===== src/design/sqc_pkg.sv =====
`default_nettype none
// ----------------------------------------------------------------------------
// sqc_pkg
// Shared constants and types of the smallest-three quaternion codec.
// ----------------------------------------------------------------------------
package sqc_pkg;

  // Default configuration of the codec.
  localparam int FIELD_BITS_DEF    = 9;
  localparam int FRACTION_BITS_DEF = 14;
  localparam int SQRT_STEP_DEF     = 2;

  // Fixed field widths of the stream payload.
  localparam int COMP_W      = 16;
  localparam int CODE_W      = 32;
  localparam int IN_TDATA_W  = 4 * COMP_W + CODE_W;
  localparam int OUT_TDATA_W = CODE_W + 4 * COMP_W;

  // Direction codes.
  localparam logic DIR_ENCODE = 1'b0;
  localparam logic DIR_DECODE = 1'b1;

  // Component index of w; the default winner of the largest-magnitude search.
  localparam logic [1:0] IDX_W = 2'd3;

  // Per-item control that travels down the pipeline.
  typedef struct packed {
    logic       dir;
    logic [1:0] idx;
  } sqc_ctrl_t;

endpackage
`default_nettype wire


===== src/design/sqc_front.sv =====
`default_nettype none
// ----------------------------------------------------------------------------
// sqc_front
// Three pipeline stages: component selection or dequantization, then
// quantization or squaring, then the square-root radicand.
// ----------------------------------------------------------------------------
module sqc_front
  import sqc_pkg::*;
#(
  parameter int FIELD_BITS    = FIELD_BITS_DEF,
  parameter int FRACTION_BITS = FRACTION_BITS_DEF,
  localparam int VW = FRACTION_BITS + 2,
  localparam int RW = 2 * FRACTION_BITS + 1
) (
  input  wire logic                     clk,
  input  wire logic                     rst,
  input  wire logic                     direction,
  input  wire logic                     in_valid,
  output logic                          in_ready,
  input  wire logic signed [COMP_W-1:0] comp_x,
  input  wire logic signed [COMP_W-1:0] comp_y,
  input  wire logic signed [COMP_W-1:0] comp_z,
  input  wire logic signed [COMP_W-1:0] comp_w,
  input  wire logic [CODE_W-1:0]        packed_code,
  output logic                          out_valid,
  input  wire logic                     out_ready,
  output sqc_ctrl_t                     out_ctrl,
  output logic [CODE_W-1:0]             out_word,
  output logic signed [VW-1:0]          out_v0,
  output logic signed [VW-1:0]          out_v1,
  output logic signed [VW-1:0]          out_v2,
  output logic [RW-1:0]                 out_rad
);

  localparam int AW = COMP_W + 1;
  localparam int TW = (FRACTION_BITS + 2 > AW + 1) ? FRACTION_BITS + 2 : AW + 1;
  localparam int CW = TW + FIELD_BITS;
  localparam int NW = FIELD_BITS + FRACTION_BITS + 2;
  localparam int SW = RW + 2;

  localparam logic [FIELD_BITS-1:0] CODE_TOP = '1;
  localparam logic signed [TW-1:0]  EN_ONE   = TW'(1) << FRACTION_BITS;
  localparam logic [NW-1:0]         DQ_HALF  = NW'(1) << (FIELD_BITS - 1);
  localparam logic [NW-1:0]         DQ_ONE   = NW'(1) << FRACTION_BITS;
  localparam logic [SW-1:0]         FULL     = SW'(1) << (2 * FRACTION_BITS);

  logic rdy1, rdy2, rdy3;

  // Stage 1 logic
  logic signed [AW-1:0]    q_ext [4];
  logic [AW-1:0]           q_abs [4];
  logic [AW-1:0]           max_abs;
  logic [1:0]              sel_idx;
  logic                    sel_neg;
  logic [FIELD_BITS-1:0]   dq_code [3];
  logic [NW-1:0]           dq_num [3];
  logic [NW-1:0]           dq_diff [3];
  logic signed [VW-1:0]    dq_v [3];

  // Stage 1 registers
  logic                    s1_valid;
  sqc_ctrl_t               s1_ctrl;
  logic signed [COMP_W-1:0] s1_q [4];
  logic                    s1_neg;
  logic signed [VW-1:0]    s1_v [3];

  // Stage 2 logic
  logic [1:0]              en_pos [3];
  logic signed [AW-1:0]    en_val [3];
  logic signed [TW-1:0]    en_t [3];
  logic [CW-1:0]           en_c [3];
  logic [FIELD_BITS-1:0]   en_field [3];
  logic [CODE_W-1:0]       en_word;
  logic signed [2*VW-1:0]  sq_full [3];

  // Stage 2 registers
  logic                    s2_valid;
  sqc_ctrl_t               s2_ctrl;
  logic [CODE_W-1:0]       s2_word;
  logic signed [VW-1:0]    s2_v [3];
  logic [RW-1:0]           s2_sq [3];

  // Stage 3 logic
  logic [SW-1:0]           sq_sum;
  logic [SW-1:0]           rad_diff;
  logic [RW-1:0]           rad;

  assign rdy3     = !out_valid || out_ready;
  assign rdy2     = !s2_valid || rdy3;
  assign rdy1     = !s1_valid || rdy2;
  assign in_ready = rdy1;

  // Largest magnitude wins; w is checked first and only a strictly larger
  // magnitude takes over.
  always_comb begin
    q_ext[0] = AW'(comp_x);
    q_ext[1] = AW'(comp_y);
    q_ext[2] = AW'(comp_z);
    q_ext[3] = AW'(comp_w);
    for (int k = 0; k < 4; k++) begin
      q_abs[k] = q_ext[k][AW-1] ? AW'(-q_ext[k]) : AW'(q_ext[k]);
    end
    sel_idx = IDX_W;
    max_abs = q_abs[3];
    for (int k = 0; k < 3; k++) begin
      if (q_abs[k] > max_abs) begin
        sel_idx = 2'(k);
        max_abs = q_abs[k];
      end
    end
    sel_neg = q_ext[sel_idx][AW-1];
  end

  // Cell midpoint of each field, rounded half up.
  always_comb begin
    for (int k = 0; k < 3; k++) begin
      dq_code[k] = packed_code[k*FIELD_BITS +: FIELD_BITS];
      dq_num[k]  = (NW'({dq_code[k], 1'b1}) << FRACTION_BITS) + DQ_HALF;
      dq_diff[k] = (dq_num[k] >> FIELD_BITS) - DQ_ONE;
      dq_v[k]    = dq_diff[k][VW-1:0];
    end
  end

  always_ff @(posedge clk) begin
    if (rst) begin
      s1_valid <= 1'b0;
    end else if (rdy1) begin
      s1_valid <= in_valid;
    end
  end

  always_ff @(posedge clk) begin
    if (rdy1 && in_valid) begin
      s1_ctrl.dir <= direction;
      s1_ctrl.idx <= (direction == DIR_DECODE) ? packed_code[CODE_W-1 -: 2] : sel_idx;
      s1_q[0]     <= comp_x;
      s1_q[1]     <= comp_y;
      s1_q[2]     <= comp_z;
      s1_q[3]     <= comp_w;
      s1_neg      <= sel_neg;
      for (int k = 0; k < 3; k++) begin
        s1_v[k] <= dq_v[k];
      end
    end
  end

  // Quantize the three following components after flipping them by the sign
  // of the dropped one; squares of the decoded values in parallel.
  always_comb begin
    en_word = '0;
    en_word[CODE_W-1 -: 2] = s1_ctrl.idx;
    for (int k = 0; k < 3; k++) begin
      en_pos[k] = s1_ctrl.idx + 2'(k + 1);
      en_val[k] = s1_neg ? -AW'(s1_q[en_pos[k]]) : AW'(s1_q[en_pos[k]]);
      en_t[k]   = TW'(en_val[k]) + EN_ONE;
      en_c[k]   = (CW'($unsigned(en_t[k])) << FIELD_BITS) >> (FRACTION_BITS + 1);
      if (en_t[k][TW-1]) begin
        en_field[k] = '0;
      end else if (en_c[k] > CW'(CODE_TOP)) begin
        en_field[k] = CODE_TOP;
      end else begin
        en_field[k] = en_c[k][FIELD_BITS-1:0];
      end
      en_word[k*FIELD_BITS +: FIELD_BITS] = en_field[k];
      sq_full[k] = s1_v[k] * s1_v[k];
    end
  end

  always_ff @(posedge clk) begin
    if (rst) begin
      s2_valid <= 1'b0;
    end else if (rdy2) begin
      s2_valid <= s1_valid;
    end
  end

  always_ff @(posedge clk) begin
    if (rdy2 && s1_valid) begin
      s2_ctrl <= s1_ctrl;
      s2_word <= en_word;
      for (int k = 0; k < 3; k++) begin
        s2_v[k]  <= s1_v[k];
        s2_sq[k] <= sq_full[k][RW-1:0];
      end
    end
  end

  // A norm of one or more leaves nothing for the dropped component.
  always_comb begin
    sq_sum   = SW'(s2_sq[0]) + SW'(s2_sq[1]) + SW'(s2_sq[2]);
    rad_diff = FULL - sq_sum;
    rad      = (sq_sum >= FULL) ? '0 : rad_diff[RW-1:0];
  end

  always_ff @(posedge clk) begin
    if (rst) begin
      out_valid <= 1'b0;
    end else if (rdy3) begin
      out_valid <= s2_valid;
    end
  end

  always_ff @(posedge clk) begin
    if (rdy3 && s2_valid) begin
      out_ctrl <= s2_ctrl;
      out_word <= s2_word;
      out_v0   <= s2_v[0];
      out_v1   <= s2_v[1];
      out_v2   <= s2_v[2];
      out_rad  <= rad;
    end
  end

endmodule
`default_nettype wire


===== src/design/sqc_sqrt.sv =====
`default_nettype none
// ----------------------------------------------------------------------------
// sqc_sqrt
// Pipelined integer square root, a few result bits per stage, with a
// payload carried alongside.
// ----------------------------------------------------------------------------
module sqc_sqrt
  import sqc_pkg::*;
#(
  parameter int RAD_W     = 2 * FRACTION_BITS_DEF + 1,
  parameter int STEP_BITS = SQRT_STEP_DEF,
  parameter int PAY_W     = CODE_W,
  localparam int RES_W    = (RAD_W + 1) / 2
) (
  input  wire logic             clk,
  input  wire logic             rst,
  input  wire logic             in_valid,
  output logic                  in_ready,
  input  wire logic [RAD_W-1:0] in_rad,
  input  wire logic [PAY_W-1:0] in_pay,
  output logic                  out_valid,
  input  wire logic             out_ready,
  output logic [RES_W-1:0]      out_root,
  output logic [PAY_W-1:0]      out_pay
);

  localparam int NS   = (RES_W + STEP_BITS - 1) / STEP_BITS;
  localparam int N    = NS * STEP_BITS;
  localparam int PADW = 2 * N;
  localparam int REMW = N + 2;

  logic              st_valid [NS];
  logic [REMW-1:0]   st_rem [NS];
  logic [N-1:0]      st_root [NS];
  logic [PADW-1:0]   st_rad [NS];
  logic [PAY_W-1:0]  st_pay [NS];

  logic              src_valid [NS];
  logic [PAY_W-1:0]  src_pay [NS];
  logic [REMW-1:0]   nxt_rem [NS];
  logic [N-1:0]      nxt_root [NS];
  logic [PADW-1:0]   nxt_rad [NS];
  logic [REMW-1:0]   trial [NS];
  logic              rdy [NS+1];

  // Restoring square root: each step brings down two radicand bits and
  // tries the next root bit.
  always_comb begin
    for (int s = 0; s < NS; s++) begin
      if (s == 0) begin
        src_valid[s] = in_valid;
        src_pay[s]   = in_pay;
        nxt_rem[s]   = '0;
        nxt_root[s]  = '0;
        nxt_rad[s]   = PADW'(in_rad);
      end else begin
        src_valid[s] = st_valid[s-1];
        src_pay[s]   = st_pay[s-1];
        nxt_rem[s]   = st_rem[s-1];
        nxt_root[s]  = st_root[s-1];
        nxt_rad[s]   = st_rad[s-1];
      end
      trial[s] = '0;
      for (int j = 0; j < STEP_BITS; j++) begin
        nxt_rem[s] = {nxt_rem[s][REMW-3:0], nxt_rad[s][PADW-1 -: 2]};
        nxt_rad[s] = nxt_rad[s] << 2;
        trial[s]   = {nxt_root[s], 2'b01};
        if (nxt_rem[s] >= trial[s]) begin
          nxt_rem[s]  = nxt_rem[s] - trial[s];
          nxt_root[s] = {nxt_root[s][N-2:0], 1'b1};
        end else begin
          nxt_root[s] = {nxt_root[s][N-2:0], 1'b0};
        end
      end
    end
  end

  always_comb begin
    rdy[NS] = out_ready;
    for (int s = NS - 1; s >= 0; s--) begin
      rdy[s] = !st_valid[s] || rdy[s+1];
    end
  end

  always_ff @(posedge clk) begin
    if (rst) begin
      for (int s = 0; s < NS; s++) begin
        st_valid[s] <= 1'b0;
      end
    end else begin
      for (int s = 0; s < NS; s++) begin
        if (rdy[s]) begin
          st_valid[s] <= src_valid[s];
        end
      end
    end
  end

  always_ff @(posedge clk) begin
    for (int s = 0; s < NS; s++) begin
      if (rdy[s] && src_valid[s]) begin
        st_rem[s]  <= nxt_rem[s];
        st_root[s] <= nxt_root[s];
        st_rad[s]  <= nxt_rad[s];
        st_pay[s]  <= src_pay[s];
      end
    end
  end

  assign in_ready  = rdy[0];
  assign out_valid = st_valid[NS-1];
  assign out_root  = st_root[NS-1][RES_W-1:0];
  assign out_pay   = st_pay[NS-1];

endmodule
`default_nettype wire


===== src/design/smallest_three_quat_codec.sv =====
`default_nettype none
// ----------------------------------------------------------------------------
// smallest_three_quat_codec
// Smallest-three unit quaternion encoder and decoder on stream channels.
// ----------------------------------------------------------------------------
// The slave channel carries one quaternion or one code word per transfer;
// the direction register (cfg_we / cfg_wdata, 0 encodes, 1 decodes) picks
// which fields are used, and it is sampled with each accepted transfer.
// The master channel returns one result per input transfer, in order: the
// 32-bit code word when encoding, the four Q1.14 components when decoding,
// with the unused fields driven to zero.
// Throughput is one transfer per cycle while m_tready stays high. Results
// pass through the front end, the square-root pipeline of depth
// NS = ceil((FRACTION_BITS + 1) / STEP_BITS), whose stages settle
// STEP_BITS root bits each, and the output register.
// Every stage keeps its own valid bit and is refilled whenever it is empty
// or its successor moves, so bubbles close up while m_tready is low and new
// transfers are still taken until the whole pipeline is full. Nothing is
// lost or repeated across a stall.
// Reset (rst, synchronous) empties the pipeline and selects encoding.
// ----------------------------------------------------------------------------
module smallest_three_quat_codec
  import sqc_pkg::*;
#(
  parameter int FIELD_BITS    = FIELD_BITS_DEF,
  parameter int FRACTION_BITS = FRACTION_BITS_DEF,
  parameter int STEP_BITS     = SQRT_STEP_DEF
) (
  input  wire logic                   clk,
  input  wire logic                   rst,
  input  wire logic                   cfg_we,
  input  wire logic                   cfg_wdata,
  input  wire logic                   s_tvalid,
  output logic                        s_tready,
  // comp_x [15:0], comp_y [31:16], comp_z [47:32], comp_w [63:48],
  // packed_code [95:64]
  input  wire logic [IN_TDATA_W-1:0]  s_tdata,
  output logic                        m_tvalid,
  input  wire logic                   m_tready,
  // code_word [31:0], out_x [47:32], out_y [63:48], out_z [79:64],
  // out_w [95:80]
  output logic [OUT_TDATA_W-1:0]      m_tdata
);

  localparam int VW    = FRACTION_BITS + 2;
  localparam int RW    = 2 * FRACTION_BITS + 1;
  localparam int RES_W = (RW + 1) / 2;

  // Everything the square-root stages carry along for the final assembly.
  typedef struct packed {
    sqc_ctrl_t            ctrl;
    logic [CODE_W-1:0]    word;
    logic signed [VW-1:0] v2;
    logic signed [VW-1:0] v1;
    logic signed [VW-1:0] v0;
  } pay_t;

  localparam int PAY_W = $bits(pay_t);

  logic                    direction;

  logic                    fr_valid;
  logic                    fr_ready;
  sqc_ctrl_t               fr_ctrl;
  logic [CODE_W-1:0]       fr_word;
  logic signed [VW-1:0]    fr_v0;
  logic signed [VW-1:0]    fr_v1;
  logic signed [VW-1:0]    fr_v2;
  logic [RW-1:0]           fr_rad;
  pay_t                    fr_pay;

  logic                    sq_valid;
  logic                    sq_ready;
  logic [RES_W-1:0]        sq_root;
  logic [PAY_W-1:0]        sq_pay;
  pay_t                    po;

  logic [31:0]             root_ext;
  logic signed [31:0]      v_ext [3];
  logic [COMP_W-1:0]       comp [4];
  logic [1:0]              rel;
  logic [CODE_W-1:0]       code_word;
  logic [COMP_W-1:0]       out_x, out_y, out_z, out_w;

  // Direction register; write it only while idle (the block does not check).
  always_ff @(posedge clk) begin
    if (rst) begin
      direction <= DIR_ENCODE;
    end else if (cfg_we) begin
      direction <= cfg_wdata;
    end
  end

  sqc_front #(
    .FIELD_BITS    (FIELD_BITS),
    .FRACTION_BITS (FRACTION_BITS)
  ) u_front (
    .clk         (clk),
    .rst         (rst),
    .direction   (direction),
    .in_valid    (s_tvalid),
    .in_ready    (s_tready),
    .comp_x      (s_tdata[COMP_W-1:0]),
    .comp_y      (s_tdata[2*COMP_W-1:COMP_W]),
    .comp_z      (s_tdata[3*COMP_W-1:2*COMP_W]),
    .comp_w      (s_tdata[4*COMP_W-1:3*COMP_W]),
    .packed_code (s_tdata[4*COMP_W+CODE_W-1:4*COMP_W]),
    .out_valid   (fr_valid),
    .out_ready   (fr_ready),
    .out_ctrl    (fr_ctrl),
    .out_word    (fr_word),
    .out_v0      (fr_v0),
    .out_v1      (fr_v1),
    .out_v2      (fr_v2),
    .out_rad     (fr_rad)
  );

  always_comb begin
    fr_pay.ctrl = fr_ctrl;
    fr_pay.word = fr_word;
    fr_pay.v0   = fr_v0;
    fr_pay.v1   = fr_v1;
    fr_pay.v2   = fr_v2;
  end

  sqc_sqrt #(
    .RAD_W     (RW),
    .STEP_BITS (STEP_BITS),
    .PAY_W     (PAY_W)
  ) u_sqrt (
    .clk       (clk),
    .rst       (rst),
    .in_valid  (fr_valid),
    .in_ready  (fr_ready),
    .in_rad    (fr_rad),
    .in_pay    (fr_pay),
    .out_valid (sq_valid),
    .out_ready (sq_ready),
    .out_root  (sq_root),
    .out_pay   (sq_pay)
  );

  assign po = sq_pay;

  // The rebuilt component lands at the dropped index and the three decoded
  // values follow it in cyclic order. Each output keeps its low 16 bits.
  always_comb begin
    root_ext = 32'(sq_root);
    v_ext[0] = 32'(po.v0);
    v_ext[1] = 32'(po.v1);
    v_ext[2] = 32'(po.v2);
    rel      = '0;
    for (int p = 0; p < 4; p++) begin
      rel = 2'(p) - po.ctrl.idx;
      unique case (rel)
        2'd0:    comp[p] = root_ext[COMP_W-1:0];
        2'd1:    comp[p] = v_ext[0][COMP_W-1:0];
        2'd2:    comp[p] = v_ext[1][COMP_W-1:0];
        default: comp[p] = v_ext[2][COMP_W-1:0];
      endcase
    end
    unique case (po.ctrl.dir)
      DIR_ENCODE: begin
        code_word = po.word;
        out_x     = '0;
        out_y     = '0;
        out_z     = '0;
        out_w     = '0;
      end
      default: begin
        code_word = '0;
        out_x     = comp[0];
        out_y     = comp[1];
        out_z     = comp[2];
        out_w     = comp[3];
      end
    endcase
  end

  // Output register; it takes a new result whenever it is empty or its
  // current one is being transferred.
  assign sq_ready = !m_tvalid || m_tready;

  always_ff @(posedge clk) begin
    if (rst) begin
      m_tvalid <= 1'b0;
    end else if (sq_ready) begin
      m_tvalid <= sq_valid;
    end
  end

  always_ff @(posedge clk) begin
    if (sq_ready && sq_valid) begin
      m_tdata <= {out_w, out_z, out_y, out_x, code_word};
    end
  end

endmodule
`default_nettype wire


===== config.mk =====
export PLATFORM = sky130hd
export DESIGN_NAME = smallest_three_quat_codec
export DESIGN_NICKNAME = d
export VERILOG_FILES = /design/src/design/sqc_pkg.sv /design/src/design/sqc_front.sv /design/src/design/sqc_sqrt.sv /design/src/design/smallest_three_quat_codec.sv
export SDC_FILE = /design/constraint.sdc
export NUM_CORES = 2
export LEC_CHECK = 0
export BUFFER_PORTS_ARGS = -buffer_cell sky130_fd_sc_hd__buf_2
export CAP_MARGIN = 20
export CORE_MARGIN = 3
export CORE_UTILIZATION = 25
export DETAILED_ROUTE_END_ITERATION = 16
export PLACE_DENSITY = 0.49
export SYNTH_ARGS = -nofsm -noshare
export SYNTH_HDL_FRONTEND = slang
export SYNTH_SLANG_ARGS = --single-unit

===== constraint.sdc =====
create_clock -name clk -period 13.6 [get_ports clk]
set_input_delay 2.04 -clock clk [delete_from_list [all_inputs] [get_ports clk]]
set_output_delay 2.04 -clock clk [all_outputs]
set_load 0.01 [all_outputs]

==> parameters.txt <==
Parameter                              Value

Worst setup path
  Slowest library cell on the worst path    o21a_1
  Worst path buffer plus inverter count    1
  Data arrival time of the critical path    between 10 and 15 ns
  Kind of start point of the critical path    input port
  Type of the setup path with the least slack    input port to register
  Cell type group with the largest total delay on the critical path    compound AO/OA/AOI/OAI gates
  Worst path required time    about 14 ns
  Max FO, Critical Path    30
  Crit path largest cell delay    roughly 0.8 ns
  Crit path capture type    register
  Setup slack on the worst flop-to-flop path    around 7 ns

STA
  Final setup violating endpoints    0
  Setup Skew    ~0.075 ns
  Number of max-slew violations in the final report    0
  Share of the clock period used by the worst path after layout    about three quarters
  Setup repair after global routing missed its margin    no
  Slew @ Worst Pin    ~1.1 ns
  Shortest clock period the worst path allows after layout    a little over 10 ns
  Fmax achieved    97.98 MHz
  Post-Route Setup TNS    0 ns
  Relative max-transition margin    between 20% and 30%
  Final Hold Viols    0
  Final Worst Setup Slack    3.394 ns

Global route
  Vias in the first global route    around 34,000
  GRT Overall Usage    between 10% and 20%
  Leftover overflow at the end of global routing    0
  Number of antenna violations at the first check in global routing    14
  Global-route wire length before repair    193,600 um
  Maximum number of pins on one net before global-route repair    a little under 70

Layout
  Number of fill cells    23,080
  Post-layout instance count excluding filler cells    7,820
  FF/Latch Area    ~31,000 sq um
  Signed area change from the synthesized netlist to the final layout    15.02%
  Share of cells above drive strength 1    a little over a tenth
  Post-layout net count    roughly 5,500
  Area taken by multi-input logic gates    between 20,000 and 25,000 sq um

Synth
  Largest family of logic cells by synthesized area    adder cells
  Adder-cell share of the synthesized area    18.74%
  Share of the yosys chip area belonging to registers    a little over half
  Synthesized-area fraction occupied by xor and xnor cells    4.452%
  Total of flip-flops plus latches after synthesis    between 1,000 and 1,500
  Complex-gate fraction of the synthesized area    under 10%
  Largest cells by area after synthesis    edfxtp_1 (54%), fa_1 (10%), ha_1 (8.6%), inv_1 (3.3%), xnor2_1 (2.7%)
  Syn Area/Cell    between 10 and 15 sq um
  Mapped Area    around 58,000 sq um
  Top cell type by total area after synthesis    edfxtp_1
  Flip-flop cell with the highest count after synthesis    edfxtp_1
  Post-synth top area share    a little over half
  List of most frequent post-synthesis cells    edfxtp_1 (1,037), inv_1 (514), ha_1 (399), nor2_1 (312), fa_1 (292)
  Portion of netlist area occupied by mux cells    around 2.4%
  Cells after synthesis    between 4,000 and 5,000
  Post-synthesis share of cell area spent on and, or, nand and nor gates    under 10%
  Count of flip-flops with a built-in enable after synthesis    between 1,000 and 1,500
  Number of distinct library cells after synthesis    85
  Cell with the most instances after synthesis    edfxtp_1
  Async set-reset flop share out of synthesis    0%
  Synth Warn #    0

Clock network
  Clock tree root buffer cell    clkbuf_16
  Resized cells post-CTS    0
  Maximum level of the CTS H-tree    3
  Insertion delay to the later sink of the worst-skew pair    approximately 0.76 ns
  TritonCTS Sinks    about 1,000
  Max clock buf depth    3
  Quantity of hold-fixing buffers added after cts    0
  Clock transition at the registers of the reported paths    ~0.060 ns
  Post-CTS Setup Repair Bufs    0
  CTS Buf Count    112
  TritonCTS clock tree    done

Run status
  Outcome    finished, final reports clean

Min path
  Worst min-delay path class    register to register

Pwr
  Max IR drop VDD    approximately 0.00021 V
  Post-route total power    about 13 mW
  Leakage    between 20 and 30 nW
  Power Dens Cells    about 200 nW/um^2

Drt
  Post-detailed-route count of antenna-violating nets    0
  WL/cell    approximately 16 um
  Count of unresolved DRC violations after routing    0
  Drt pass-1 iters    8
  Vias after detailed routing    around 34,000
  Iter 0 DRT Violations    ~1,800
  Vias per std cell    ~4.3
  Drt total wl    about 120,000 um

Place
  Post-placement cell count    approximately 7,600
  Detailed-placement wirelength estimate    a little over 90,000 um
  Placer congestion estimate    between 0.8 and 0.9
  Number of input and output port buffers inserted    between 150 and 200
  Pre-CTS setup slack    between 2 and 3 ns

Floorplan
  Row cnt    around 180
  Die width    approximately 490 um
  I/O Pins    200
  Vert. Die Dim    just under 500 um
  Core area    228,800 sq um
  DIE AREA    237,200 sq um
  Starting density of the core    around 25%

Job
  Max capacitance violation total    0
## final cells by class
cell class / instances / area share, %
Sequential cell: 1042 / 46.95
Multi-Input combinational cell: 2812 / 36.77
Tap cell: 3009 / 5.658
Clock buffer: 128 / 4.303
Inverter: 516 / 2.911
Timing Repair Buffer: 227 / 1.926
Clock inverter: 83 / 1.465
Antenna cell: 3 / 0.01128
## placed cells by master (no fill, tap or decap), drive strengths merged, types with 23 or more instances in the layout
cell type  count
a21o          65
a21oi        222
a222oi        32
and2          81
buf          227
clkbuf       128
clkinv        50
conb          29
edfxtp      1037
fa           292
ha           399
inv          528
mux2          52
mux2i         42
nand2        199
nand2b        41
nand3         65
nand4         23
nor2         313
nor2b         72
nor3          66
nor4          28
o21a          39
o21ai        118
o31ai         31
xnor2        181
xor2         113
## per-layer routing
| metal | routed length, um | track usage, % | share of wire, % |
|---|---|---|---|
| met3 | 4942 | 1.844 | 4.1 |
| met1 | 55690 | 13.63 | 46 |
| met2 | 57740 | 17.01 | 48 |
| met4 | 2856 | 2.624 | 2.4 |
| met5 | 111 | 0 | 0.091 |
## worst paths after layout
kind                                          start                   end  cells past startpoint
worst max-delay path                     s_tdata[6]   u_front.en_word[31]                     28
worst min-delay path             u_front.s2_ctrl[1]   u_front.out_ctrl[1]                      0
worst max register to register  u_front.s1_v[0][23]  u_front.s2_sq[0][57]                     17
worst min register to register   u_front.s2_ctrl[1]   u_front.out_ctrl[1]                      0
## power by group
group | total, mW | internal [mW] | leakage, nW | switching, mW
clock | 3.11 | 1.79 | 1.83 | 1.32
sequential | 4.13 | 4.03 | 9.39 | 0.108
combinational | 6.08 | 2.72 | 14.3 | 3.36
total | 13.3 | 8.53 | 25.5 | 4.79
## through the flow
step,hold WS [ns],utilization (%),area (sq um)
floorplan,0.4003,-,57950
global placement,0.4017,27.36,62610
detailed placement,0.4045,27.37,62640
CTS,0.3365,29.05,66470
global route,0.3668,29.08,66530
finish,0.3654,29.08,66540
## state kept, by name (all words and copies together), names as in the netlist, 8 cells and up
signal            cells
u_front.out_v2        9
u_front.s1_q         64
u_front.s2_v         27
u_front.s1_v         27
u_front.out_v0        9
u_front.s2_sq        51
u_sqrt.st_valid       8
u_sqrt.st_rad        45
u_sqrt.st_rem        95
u_front.out_rad      18
u_front.s2_word      27
u_sqrt.st_pay       456
u_front.out_word     27
m_tdata              93
u_sqrt.st_root       62
u_front.out_v1        9
## logic make-up (layout without fill, tap and decap cells)
kind of cell,count (synthesis),in the layout
multiplexers,112,112
other,2,32
XOR/XNOR,294,294
AND/OR/NAND/NOR,1007,1007
adder cells (fa/ha/maj),691,691
flip-flops,1042,1042
AO/OA/AOI/OAI,679,679
buffers and inverters,613,954
No activity file was read; power rests on OpenSTA's default activity.
